<file path="src/rpha_pkg.sv">
// ----------------------------------------------------------------------------
// rpha_pkg
// Types and constants shared by the resource pool health allocator modules.
// ----------------------------------------------------------------------------
`default_nettype none

package rpha_pkg;

  localparam int MASK_W      = 8;
  localparam int MAX_ENTRIES = 32;
  localparam int MAX_IDX_W   = 5;

  localparam int CFG_IDX_W  = 3;
  localparam int CFG_DATA_W = 16;

  localparam logic [CFG_IDX_W-1:0] CFG_DEAD_THRESHOLD    = 3'd0;
  localparam logic [CFG_IDX_W-1:0] CFG_MAX_RECOVERIES    = 3'd1;
  localparam logic [CFG_IDX_W-1:0] CFG_BACKOFF_BASE_MS   = 3'd2;
  localparam logic [CFG_IDX_W-1:0] CFG_MAX_BACKOFF_SHIFT = 3'd3;
  localparam logic [CFG_IDX_W-1:0] CFG_REQUIRE_SECURE    = 3'd4;

  localparam logic [9:0] MS_PER_SECOND = 10'd1000;

  // x / 1000 = (x >> 3) / 125; y = hi * 2^22 + lo, with 2^22 = 125 * 33554 + 54
  // and the last quotient by 125 taken as (z * ceil(2^36 / 125)) >> 36.
  localparam int BK_W      = 48;
  localparam int BK_PRE_SH = 3;
  localparam int BK_Y_W    = BK_W - BK_PRE_SH;
  localparam int BK_SPLIT  = 22;
  localparam int BK_HI_W   = BK_Y_W - BK_SPLIT;
  localparam int BK_Z_W    = 29;
  localparam int BK_RCP_W  = 30;
  localparam int BK_RCP_SH = 36;
  localparam int BK_PROD_W = BK_Z_W + BK_RCP_W;
  localparam int BK_QUO_W  = 39;

  localparam logic [5:0]          BK_HI_REM = 6'd54;
  localparam logic [15:0]         BK_HI_QUO = 16'd33554;
  localparam logic [BK_RCP_W-1:0] BK_RCP    = 30'd549755814;

  localparam int DIV_STEPS = 2;
  localparam int DIV_CNT_W = 1;
  localparam int SUM_W     = BK_QUO_W + 1;
  localparam int TIME_W    = 32;

  typedef enum logic [1:0] {
    ES_AVAILABLE = 2'd0,
    ES_IN_USE    = 2'd1,
    ES_DEAD      = 2'd2,
    ES_PERMANENT = 2'd3
  } entry_state_e;

  typedef enum logic [2:0] {
    SR_PASS,
    SR_RETIRE,
    SR_RECON_FAIL,
    SR_BUMP,
    SR_SUCCESS
  } scan_res_e;

  typedef enum logic [2:0] {
    S_IDLE,
    S_DECODE,
    S_SCAN,
    S_DIV,
    S_DEADLINE,
    S_DONE
  } ctrl_state_e;

  typedef struct packed {
    logic [7:0]  dead_threshold;
    logic [7:0]  max_recoveries;
    logic [15:0] backoff_base_ms;
    logic [4:0]  max_backoff_shift;
    logic        require_secure;
  } cfg_t;

  typedef struct packed {
    logic              action;
    logic [31:0]       now_seconds;
    logic [2:0]        entry_index;
    logic              use_failed;
    logic [MASK_W-1:0] link_ok_mask;
    logic [MASK_W-1:0] reconnect_ok_mask;
    logic [MASK_W-1:0] secure_ok_mask;
    logic [MASK_W-1:0] prepare_ok_mask;
  } req_t;

  typedef struct packed {
    logic        granted;
    logic [2:0]  grant_index;
    logic        became_dead;
    logic [3:0]  healthy_total;
    logic [31:0] failures_total;
    logic [31:0] resets_total;
  } rsp_t;

  typedef struct packed {
    logic load;
    logic release_apply;
    logic pick;
    logic scan_apply;
    logic scan_next;
    logic div_step;
    logic deadline;
  } dp_cmd_t;

  typedef struct packed {
    logic      is_release;
    logic      pick_found;
    scan_res_e scan_res;
    logic      scan_last;
    logic      div_done;
  } dp_sts_t;

endpackage

`default_nettype wire

</file>
<file path="src/resource_pool_health_allocator.sv">
// ----------------------------------------------------------------------------
// resource_pool_health_allocator
// Pool of entries with health tracking, dead marking and backoff recovery.
//
//   channel   signals                          handshake
//   request   start, req_i                     taken when start && !busy
//   result    done_o, rsp_o                    one-cycle strobe, no stall
//   config    cfg_we_i, cfg_idx_i, cfg_wdata_i write on cfg_we_i
//
// A release, or an acquire that finds an available healthy entry, goes from
// the decode state straight to the done state, which strobes done_o; the
// block accepts again once back in idle. An acquire that finds none walks
// the entries in order in the scan state; each failed reconnect adds the
// backoff quotient division steps and a state that stores the retry time.
// Reset is asynchronous and leaves the pool ready; the receiver cannot stall.
// ----------------------------------------------------------------------------
`default_nettype none

module resource_pool_health_allocator
  import rpha_pkg::*;
#(
  parameter int POOL_ENTRIES = 8
) (
  input  wire logic                  clk_i,
  input  wire logic                  rst_ni,
  input  wire logic                  start,
  input  req_t                       req_i,
  output logic                       busy,
  output logic                       done_o,
  output rsp_t                       rsp_o,
  input  wire logic                  cfg_we_i,
  input  wire logic [CFG_IDX_W-1:0]  cfg_idx_i,
  input  wire logic [CFG_DATA_W-1:0] cfg_wdata_i
);

  cfg_t    cfg;
  dp_cmd_t cmd;
  dp_sts_t sts;
  logic    busy_int;

  rpha_cfg u_cfg (
    .clk_i       (clk_i),
    .rst_ni      (rst_ni),
    .cfg_we_i    (cfg_we_i),
    .cfg_idx_i   (cfg_idx_i),
    .cfg_wdata_i (cfg_wdata_i),
    .cfg_o       (cfg)
  );

  rpha_ctrl u_ctrl (
    .clk_i   (clk_i),
    .rst_ni  (rst_ni),
    .start_i (start),
    .sts_i   (sts),
    .cmd_o   (cmd),
    .busy_o  (busy_int),
    .done_o  (done_o)
  );

  rpha_dp #(
    .POOL_ENTRIES (POOL_ENTRIES)
  ) u_dp (
    .clk_i  (clk_i),
    .rst_ni (rst_ni),
    .cfg_i  (cfg),
    .req_i  (req_i),
    .cmd_i  (cmd),
    .sts_o  (sts),
    .rsp_o  (rsp_o)
  );

  assign busy = busy_int;

endmodule

`default_nettype wire

</file>
<file path="src/rpha_cfg.sv">
// ----------------------------------------------------------------------------
// rpha_cfg
// Configuration register file written through a plain write port.
// ----------------------------------------------------------------------------
`default_nettype none

module rpha_cfg
  import rpha_pkg::*;
(
  input  wire logic                  clk_i,
  input  wire logic                  rst_ni,
  input  wire logic                  cfg_we_i,
  input  wire logic [CFG_IDX_W-1:0]  cfg_idx_i,
  input  wire logic [CFG_DATA_W-1:0] cfg_wdata_i,
  output cfg_t                       cfg_o
);

  cfg_t cfg_q;

  always_ff @(posedge clk_i or negedge rst_ni) begin
    if (!rst_ni) begin
      cfg_q.dead_threshold    <= 8'd3;
      cfg_q.max_recoveries    <= 8'd5;
      cfg_q.backoff_base_ms   <= 16'd1000;
      cfg_q.max_backoff_shift <= 5'd6;
      cfg_q.require_secure    <= 1'b0;
    end else if (cfg_we_i) begin
      unique case (cfg_idx_i)
        CFG_DEAD_THRESHOLD:    cfg_q.dead_threshold    <= cfg_wdata_i[7:0];
        CFG_MAX_RECOVERIES:    cfg_q.max_recoveries    <= cfg_wdata_i[7:0];
        CFG_BACKOFF_BASE_MS:   cfg_q.backoff_base_ms   <= cfg_wdata_i;
        CFG_MAX_BACKOFF_SHIFT: cfg_q.max_backoff_shift <= cfg_wdata_i[4:0];
        CFG_REQUIRE_SECURE:    cfg_q.require_secure    <= cfg_wdata_i[0];
        default: ;
      endcase
    end
  end

  assign cfg_o = cfg_q;

endmodule

`default_nettype wire

</file>
<file path="src/rpha_dp.sv">
// ----------------------------------------------------------------------------
// rpha_dp
// Entry tables, counters, scan pointer, backoff divider and result registers.
// ----------------------------------------------------------------------------
`default_nettype none

module rpha_dp
  import rpha_pkg::*;
#(
  parameter int POOL_ENTRIES = 8
) (
  input  wire logic clk_i,
  input  wire logic rst_ni,
  input  cfg_t      cfg_i,
  input  req_t      req_i,
  input  dp_cmd_t   cmd_i,
  output dp_sts_t   sts_o,
  output rsp_t      rsp_o
);

  localparam int IDX_W = $clog2(POOL_ENTRIES);
  localparam int HC_W  = $clog2(POOL_ENTRIES + 1);

  req_t            req_q;
  entry_state_e    status_q [POOL_ENTRIES];
  logic [7:0]      err_q    [POOL_ENTRIES];
  logic [7:0]      rc_q     [POOL_ENTRIES];
  logic [31:0]     retry_q  [POOL_ENTRIES];
  logic [HC_W-1:0] hc_q;
  logic [31:0]     fail_q;
  logic [31:0]     reset_q;
  logic [IDX_W-1:0] scan_q;
  logic            granted_q;
  logic [IDX_W-1:0] gidx_q;
  logic            dead_q;
  logic [BK_Y_W-1:0]    y_q;
  logic [BK_Z_W-1:0]    z_q;
  logic [BK_QUO_W-1:0]  qh_q;
  logic [BK_QUO_W-1:0]  quo_q;
  logic [DIV_CNT_W-1:0] cnt_q;

  logic [MAX_ENTRIES-1:0] link_ext;
  logic [MAX_ENTRIES-1:0] recon_ext;
  logic [MAX_ENTRIES-1:0] secure_ext;
  logic [MAX_ENTRIES-1:0] prep_ext;
  logic [MAX_IDX_W-1:0]   scan_ext;

  logic             pick_found;
  logic [IDX_W-1:0] pick_idx;
  scan_res_e        scan_res;
  logic [7:0]       rc_inc;
  logic [4:0]       shift_amt;

  logic [BK_W-1:0]      bk_x;
  logic [BK_HI_W-1:0]   y_hi;
  logic [BK_SPLIT-1:0]  y_lo;
  logic [BK_PROD_W-1:0] prod;

  logic [SUM_W-1:0]  sum;
  logic [TIME_W-1:0] deadline;

  logic             rel_in_use;
  logic [IDX_W-1:0] rel_idx;
  logic [7:0]       err_inc;
  logic             rel_dead;

  assign link_ext   = MAX_ENTRIES'(req_q.link_ok_mask);
  assign recon_ext  = MAX_ENTRIES'(req_q.reconnect_ok_mask);
  assign secure_ext = MAX_ENTRIES'(req_q.secure_ok_mask);
  assign prep_ext   = MAX_ENTRIES'(req_q.prepare_ok_mask);
  assign scan_ext   = MAX_IDX_W'(scan_q);

  always_comb begin
    pick_found = 1'b0;
    pick_idx   = '0;
    for (int j = POOL_ENTRIES - 1; j >= 0; j--) begin
      if (status_q[j] == ES_AVAILABLE && link_ext[j]) begin
        pick_found = 1'b1;
        pick_idx   = IDX_W'(j);
      end
    end
  end

  always_comb begin
    if (status_q[scan_q] != ES_DEAD || req_q.now_seconds < retry_q[scan_q]) begin
      scan_res = SR_PASS;
    end else if (rc_q[scan_q] >= cfg_i.max_recoveries) begin
      scan_res = SR_RETIRE;
    end else if (!recon_ext[scan_ext]) begin
      scan_res = SR_RECON_FAIL;
    end else if ((cfg_i.require_secure && !secure_ext[scan_ext]) || !prep_ext[scan_ext]) begin
      scan_res = SR_BUMP;
    end else begin
      scan_res = SR_SUCCESS;
    end
  end

  assign rc_inc    = (rc_q[scan_q] == 8'hFF) ? 8'hFF : rc_q[scan_q] + 8'd1;
  assign shift_amt = (rc_inc < 8'(cfg_i.max_backoff_shift)) ? rc_inc[4:0]
                                                            : cfg_i.max_backoff_shift;

  assign bk_x = BK_W'(cfg_i.backoff_base_ms) << shift_amt;
  assign y_hi = y_q[BK_Y_W-1:BK_SPLIT];
  assign y_lo = y_q[BK_SPLIT-1:0];
  assign prod = BK_PROD_W'(z_q) * BK_PROD_W'(BK_RCP);

  assign sum      = SUM_W'(req_q.now_seconds) + SUM_W'(quo_q);
  assign deadline = (|sum[SUM_W-1:TIME_W]) ? '1 : sum[TIME_W-1:0];

  assign rel_idx    = IDX_W'(req_q.entry_index);
  assign rel_in_use = (32'(req_q.entry_index) < 32'(POOL_ENTRIES)) &&
                      (status_q[rel_idx] == ES_IN_USE);
  assign err_inc    = (err_q[rel_idx] == 8'hFF) ? 8'hFF : err_q[rel_idx] + 8'd1;
  assign rel_dead   = req_q.use_failed && (err_inc >= cfg_i.dead_threshold);

  always_ff @(posedge clk_i or negedge rst_ni) begin
    if (!rst_ni) begin
      for (int j = 0; j < POOL_ENTRIES; j++) begin
        status_q[j] <= ES_AVAILABLE;
        err_q[j]    <= '0;
        rc_q[j]     <= '0;
        retry_q[j]  <= '0;
      end
      hc_q      <= HC_W'(POOL_ENTRIES);
      fail_q    <= '0;
      reset_q   <= '0;
      scan_q    <= '0;
      granted_q <= 1'b0;
      gidx_q    <= '0;
      dead_q    <= 1'b0;
    end else begin
      if (cmd_i.load) begin
        scan_q    <= '0;
        granted_q <= 1'b0;
        gidx_q    <= '0;
        dead_q    <= 1'b0;
      end
      if (cmd_i.release_apply && rel_in_use) begin
        if (req_q.use_failed) begin
          err_q[rel_idx] <= err_inc;
          if (rel_dead) begin
            status_q[rel_idx] <= ES_DEAD;
            dead_q            <= 1'b1;
            if (hc_q != '0) begin
              hc_q <= hc_q - 1'b1;
            end
          end else begin
            status_q[rel_idx] <= ES_AVAILABLE;
          end
        end else begin
          status_q[rel_idx] <= ES_AVAILABLE;
          err_q[rel_idx]    <= '0;
        end
      end
      if (cmd_i.pick) begin
        status_q[pick_idx] <= ES_IN_USE;
        granted_q          <= 1'b1;
        gidx_q             <= pick_idx;
      end
      if (cmd_i.scan_apply) begin
        case (scan_res)
          SR_RETIRE: begin
            status_q[scan_q] <= ES_PERMANENT;
          end
          SR_RECON_FAIL: begin
            rc_q[scan_q] <= rc_inc;
            fail_q       <= fail_q + 32'd1;
          end
          SR_BUMP: begin
            rc_q[scan_q] <= rc_inc;
          end
          SR_SUCCESS: begin
            err_q[scan_q]    <= '0;
            rc_q[scan_q]     <= '0;
            retry_q[scan_q]  <= '0;
            reset_q          <= reset_q + 32'd1;
            status_q[scan_q] <= ES_IN_USE;
            granted_q        <= 1'b1;
            gidx_q           <= scan_q;
            if (hc_q < HC_W'(POOL_ENTRIES)) begin
              hc_q <= hc_q + 1'b1;
            end
          end
          default: ;
        endcase
      end
      if (cmd_i.scan_next) begin
        scan_q <= scan_q + 1'b1;
      end
      if (cmd_i.deadline) begin
        retry_q[scan_q] <= deadline;
      end
    end
  end

  always_ff @(posedge clk_i) begin
    if (cmd_i.load) begin
      req_q <= req_i;
    end
    if (cmd_i.scan_apply && scan_res == SR_RECON_FAIL) begin
      y_q   <= bk_x[BK_W-1:BK_PRE_SH];
      cnt_q <= '0;
    end else if (cmd_i.div_step) begin
      z_q   <= BK_Z_W'(y_hi) * BK_Z_W'(BK_HI_REM) + BK_Z_W'(y_lo);
      qh_q  <= BK_QUO_W'(y_hi) * BK_QUO_W'(BK_HI_QUO);
      quo_q <= qh_q + BK_QUO_W'(prod[BK_PROD_W-1:BK_RCP_SH]);
      cnt_q <= cnt_q + 1'b1;
    end
  end

  assign sts_o.is_release = req_q.action;
  assign sts_o.pick_found = pick_found;
  assign sts_o.scan_res   = scan_res;
  assign sts_o.scan_last  = (scan_q == IDX_W'(POOL_ENTRIES - 1));
  assign sts_o.div_done   = (cnt_q == DIV_CNT_W'(DIV_STEPS - 1));

  assign rsp_o.granted        = granted_q;
  assign rsp_o.grant_index    = 3'(gidx_q);
  assign rsp_o.became_dead    = dead_q;
  assign rsp_o.healthy_total  = 4'(hc_q);
  assign rsp_o.failures_total = fail_q;
  assign rsp_o.resets_total   = reset_q;

endmodule

`default_nettype wire

</file>
<file path="src/rpha_ctrl.sv">
// ----------------------------------------------------------------------------
// rpha_ctrl
// Sequencer: decode, dead-entry walk, backoff division and result strobe.
// ----------------------------------------------------------------------------
`default_nettype none

module rpha_ctrl
  import rpha_pkg::*;
(
  input  wire logic clk_i,
  input  wire logic rst_ni,
  input  wire logic start_i,
  input  dp_sts_t   sts_i,
  output dp_cmd_t   cmd_o,
  output logic      busy_o,
  output logic      done_o
);

  ctrl_state_e state_q, state_d;

  always_ff @(posedge clk_i or negedge rst_ni) begin
    if (!rst_ni) begin
      state_q <= S_IDLE;
    end else begin
      state_q <= state_d;
    end
  end

  always_comb begin
    state_d = state_q;
    unique case (state_q)
      S_IDLE: begin
        if (start_i) state_d = S_DECODE;
      end
      S_DECODE: begin
        if (sts_i.is_release || sts_i.pick_found) state_d = S_DONE;
        else state_d = S_SCAN;
      end
      S_SCAN: begin
        if (sts_i.scan_res == SR_SUCCESS) state_d = S_DONE;
        else if (sts_i.scan_res == SR_RECON_FAIL) state_d = S_DIV;
        else if (sts_i.scan_last) state_d = S_DONE;
      end
      S_DIV: begin
        if (sts_i.div_done) state_d = S_DEADLINE;
      end
      S_DEADLINE: begin
        state_d = sts_i.scan_last ? S_DONE : S_SCAN;
      end
      S_DONE: begin
        state_d = S_IDLE;
      end
      default: state_d = S_IDLE;
    endcase
  end

  always_comb begin
    cmd_o = '0;
    unique case (state_q)
      S_IDLE: begin
        cmd_o.load = start_i;
      end
      S_DECODE: begin
        cmd_o.release_apply = sts_i.is_release;
        cmd_o.pick          = !sts_i.is_release && sts_i.pick_found;
      end
      S_SCAN: begin
        cmd_o.scan_apply = 1'b1;
        cmd_o.scan_next  = (sts_i.scan_res != SR_SUCCESS) &&
                           (sts_i.scan_res != SR_RECON_FAIL) && !sts_i.scan_last;
      end
      S_DIV: begin
        cmd_o.div_step = 1'b1;
      end
      S_DEADLINE: begin
        cmd_o.deadline  = 1'b1;
        cmd_o.scan_next = !sts_i.scan_last;
      end
      S_DONE: ;
      default: ;
    endcase
  end

  assign busy_o = (state_q != S_IDLE);
  assign done_o = (state_q == S_DONE);

endmodule

`default_nettype wire
</file>
<file path="config.mk">
export PLATFORM = sky130hd
export DESIGN_NAME = resource_pool_health_allocator
export DESIGN_NICKNAME = d
export VERILOG_FILES = /design/src/rpha_pkg.sv /design/src/resource_pool_health_allocator.sv /design/src/rpha_cfg.sv /design/src/rpha_dp.sv /design/src/rpha_ctrl.sv
export SDC_FILE = /design/constraint.sdc
export NUM_CORES = 2
export LEC_CHECK = 0
export ABC_AREA = 0
export BUFFER_PORTS_ARGS = -buffer_cell sky130_fd_sc_hd__clkbuf_2
export CORE_MARGIN = 4
export CORE_UTILIZATION = 40
export DETAILED_ROUTE_END_ITERATION = 12
export SYNTH_ARGS = -nofsm -noshare
export SYNTH_HDL_FRONTEND = slang
export SYNTH_SLANG_ARGS = --single-unit
</file>
<file path="constraint.sdc">
create_clock -name clk_i -period 12.5 [get_ports clk_i]
set_input_delay 1.25 -clock clk_i [delete_from_list [all_inputs] [get_ports clk_i]]
set_output_delay 1.25 -clock clk_i [all_outputs]
set_load 0.05 [all_outputs]
</file>
==> Implementation_results.wiki <==
{| class="wikitable"
! Metric !! Value
|-
| Vias || 40337
|-
| Result of the run || finished, final reports clean
|-
| Total CTS buffers || 85
|-
| Maximum cell stage delay along the critical path || 0.61 ns
|-
| Hold violation count in the final report || 0
|-
| Hold depth || 0
|-
| Post-DR vias/cell || 5.52
|-
| Sequential cell area || 0.0195 mm^2
|-
| Final net count || 6495
|-
| Non-filler instance count after layout || 7302
|-
| Core outline area || 0.138 mm^2
|-
| Ys Warns || 0
|-
| HP Class || reg2reg
|-
| Top-area cell type share of the netlist area || 22.5%
|-
| Top cell type by total area after synthesis || dfrtp_1
|-
| Initial DRT Pass Iterations || 5
|-
| Most frequently used flop master after synthesis || dfrtp_1
|-
| Worst-case reg-to-reg path depth || 40
|-
| Number of flops mapped to enable cells by yosys || 218
|-
| Startpoint of the most critical register-to-register path || u_dp.z_q[17]$_DFFE_PP_
|-
| Total half-perimeter wirelength after legalization and detailed placement || 111000 um
|-
| Worst hold path endpoint || u_dp.z_q[0]$_DFFE_PP_
|-
| IO buf count || 166
|-
| Buffer depth of the longest clock path || 3
|-
| Number of failing setup endpoints in the final timing report || 0
|-
| Unrepaired setup endpoints after global routing || false
|-
| Largest cells by area after synthesis || dfrtp_1 (23%), ha_1 (15%), fa_1 (13%), edfxtp_1 (12%), inv_1 (5.4%)
|-
| Clock latency reported for the late side of the worst-skew pair || 0.69 ns
|-
| Arrival time of the worst setup path || 11.07 ns
|-
| Commonest cells in the netlist || inv_1 (804), ha_1 (686), dfrtp_1 (504)
|-
| Cell area after technology mapping || 0.0560 mm^2
|-
| Number of clock sinks || 736
|-
| Number of buffers inserted by hold repair at cts || 0
|-
| Relative area change from synthesis to final layout || 10.3%
|-
| Setup skew after layout || 0.0413 ns
|-
| Fin crit share || 85.2%
|-
| RePlAce Congestion || 0.862
|-
| Clock root buffer master || clkbuf_16
|-
| Highest achievable clock rate || 93.9 MHz
|-
| Global-route wire length before repair || 243000 um
|-
| Initial antenna violation count || 2
|-
| Post-Synthesis Net Count || 6385
|-
| Maximum level of the CTS H-tree || 3
|-
| I/O pin count || 167
|-
| Library cells used by synthesis || 91
|-
| Die H || 382 um
|-
| Number of antenna-violating nets in the routed design || 0
|-
| Max-slew violations || 0
|-
| Kind of launch point of the worst setup path || register
|-
| Portion of the post-synthesis area used by sequential elements || 34.9%
|-
| Critical Path Source || u_dp.z_q[17]$_DFFE_PP_
|-
| Routed length per placed instance || 21.0 um
|-
| Clock-pin slew on the worst setup and hold paths || 0.07 ns
|-
| Mapped Avg Cell Area || 10.6 um^2
|-
| Critical path data required time || 12.92 ns
|-
| Most repeated library cell on the critical path || fa_1
|-
| Residual DRC || 0
|-
| Async SR Flop Fraction || 70.2%
|-
| Layout cell share with drive strength beyond 1 || 9.99%
|-
| Grt total ovfl || 0
|-
| Vias in the first global route || 41859
|-
| WS Path Type || reg2reg
|-
| Total number of placement rows || 136
|-
| Total GRT Usage || 21.1%
|-
| Die footprint || 0.146 mm^2
|-
| Critical-path cell with the highest stage delay || edfxtp_1
|-
| Most frequent cell after synthesis || inv_1
|-
| Total of max-cap violations || 0
|-
| Count of placed standard cells including taps || 7140
|-
| Resize count post-CTS || 0
|-
| Kind of cell with the highest combined delay on the critical path || adder cells
|-
| Count of mapped cells out of synthesis || 5254
|-
| Worst flop-to-flop path endpoint || u_dp.quo_q[29]$_DFFE_PP_
|-
| Total negative slack for setup checks || 0 ns
|-
| Crit path buffers/inverters || 6
|-
| Worst slew pin tran || 1.14 ns
|-
| Worst slew slack as a fraction of its limit || 24.0%
|-
| Clock period minus final worst setup slack || 10.65 ns
|-
| Total Wirelength || 154000 um
|-
| Fill cell count || 13061
|-
| Clock tree from TritonCTS || yes
|-
| Startpoint of the worst hold path || u_dp.y_q[0]$_SDFFCE_PN0P_
|-
| Critical Path Sink Type || register
|-
| Starting Density || 40.5%
|-
| Yosys reg bits || 736
|-
| Setup Fix Bufs, Post-CTS || 0
|-
| Flop2flop setup slack || 1.85 ns
|-
| Die Width || 382 um
|-
| Violation count after the first detailed-routing iteration || 3393
|-
| Multi-input gate area || 0.0327 mm^2
|-
| Pin count of the biggest net entering global routing || 156
|-
| CP Max Fanout || 10
|}
==> metal layers <==
metal	global-route usage, %	share of wire [%]	vias to the layer above
met5	0	0	-
met4	6.89	3.4	0
met3	4.03	6.6	294
met2	33.0	45	1247
met1	29.6	45	20205
li1	-	-	18591
==> final cells by class <==
| class | count | share of cell area [%] |
|---|---|---|
| well taps | 1863 | 3.78 |
| multi-input cells | 3538 | 53.0 |
| clock buffers | 110 | 3.83 |
| repair buffers | 199 | 1.78 |
| diodes | 3 | 0.0122 |
| clock inverters | 49 | 1.10 |
| flip-flops and latches | 736 | 31.6 |
| inverters | 804 | 4.90 |
==> logic make-up (layout without fill, tap and decap cells) <==
group                    after synthesis  count (layout)  share of synthesized area, %
multiplexers                         183             183                          3.97
adder cells (fa/ha/maj)             1039            1039                          28.0
flip-flops                           736             736                          34.9
AO/OA/AOI/OAI                       1075            1075                          14.0
other                                  0               3                             0
buffers and inverters                980            1162                          6.90
XOR/XNOR                             226             226                          3.54
AND/OR/NAND/NOR                     1015            1015                          8.69
==> state kept, by name, summed over array words and instances, names as in the netlist, 37 cells and up <==
name and count:
u_cfg.cfg_o 38, u_dp.err_q 64, u_dp.qh_q 37, u_dp.quo_q 39
u_dp.rc_q 64, u_dp.req_q 41, u_dp.retry_q 256, u_dp.y_q 44
==> worst max path at each step <==
stage / slack [ns] / cells past startpoint / to
after floorplan: 3.04 / 39 / u_dp.quo_q[30]$_DFFE_PP_
after global routing: 1.23 / 40 / u_dp.quo_q[29]$_DFFE_PP_
after global placement: 2.14 / 40 / u_dp.quo_q[29]$_DFFE_PP_
after detailed placement: 1.92 / 40 / u_dp.quo_q[29]$_DFFE_PP_
final: 1.85 / 40 / u_dp.quo_q[29]$_DFFE_PP_
after CTS: 1.90 / 40 / u_dp.quo_q[29]$_DFFE_PP_
==> cells in the final DEF (no fill, tap or decap), types with 42 or more instances in the layout <==
cell	n
a211oi_1	42
a21o_1	93
a21oi_1	183
a22o_1	221
a22oi_1	114
and3_1	65
clkbuf_16	88
clkbuf_2	165
dfrtp_1	502
edfxtp_1	218
fa_1	353
ha_1	686
inv_1	801
mux2_2	115
mux2i_1	48
nand2_1	291
nand3_1	94
nor2_1	257
nor3_1	61
o21ai_0	99
o2bb2ai_1	74
xnor2_1	139
xor2_1	87
==> metrics by stage <==
| stage | cell area (um^2) | hold WS [ns] | utilization [%] | setup WS [ns] |
|---|---|---|---|---|
| 2_1_floorplan | 56000 | 0.400 | - | 3.04 |
| 3_3_place_gp | 58700 | 0.457 | 42.5 | 2.14 |
| 3_5_place_dp | 58700 | 0.459 | 42.5 | 1.92 |
| 4_1_cts | 61700 | 0.465 | 44.7 | 1.90 |
| 5_1_grt | 61700 | 0.470 | 44.7 | 1.23 |
| 6_report | 61700 | 0.452 | 44.7 | 1.85 |
Power is left out: the tool's default activity adds up to more than one toggle a clock period on the data nets, which glitch-free logic cannot reach.
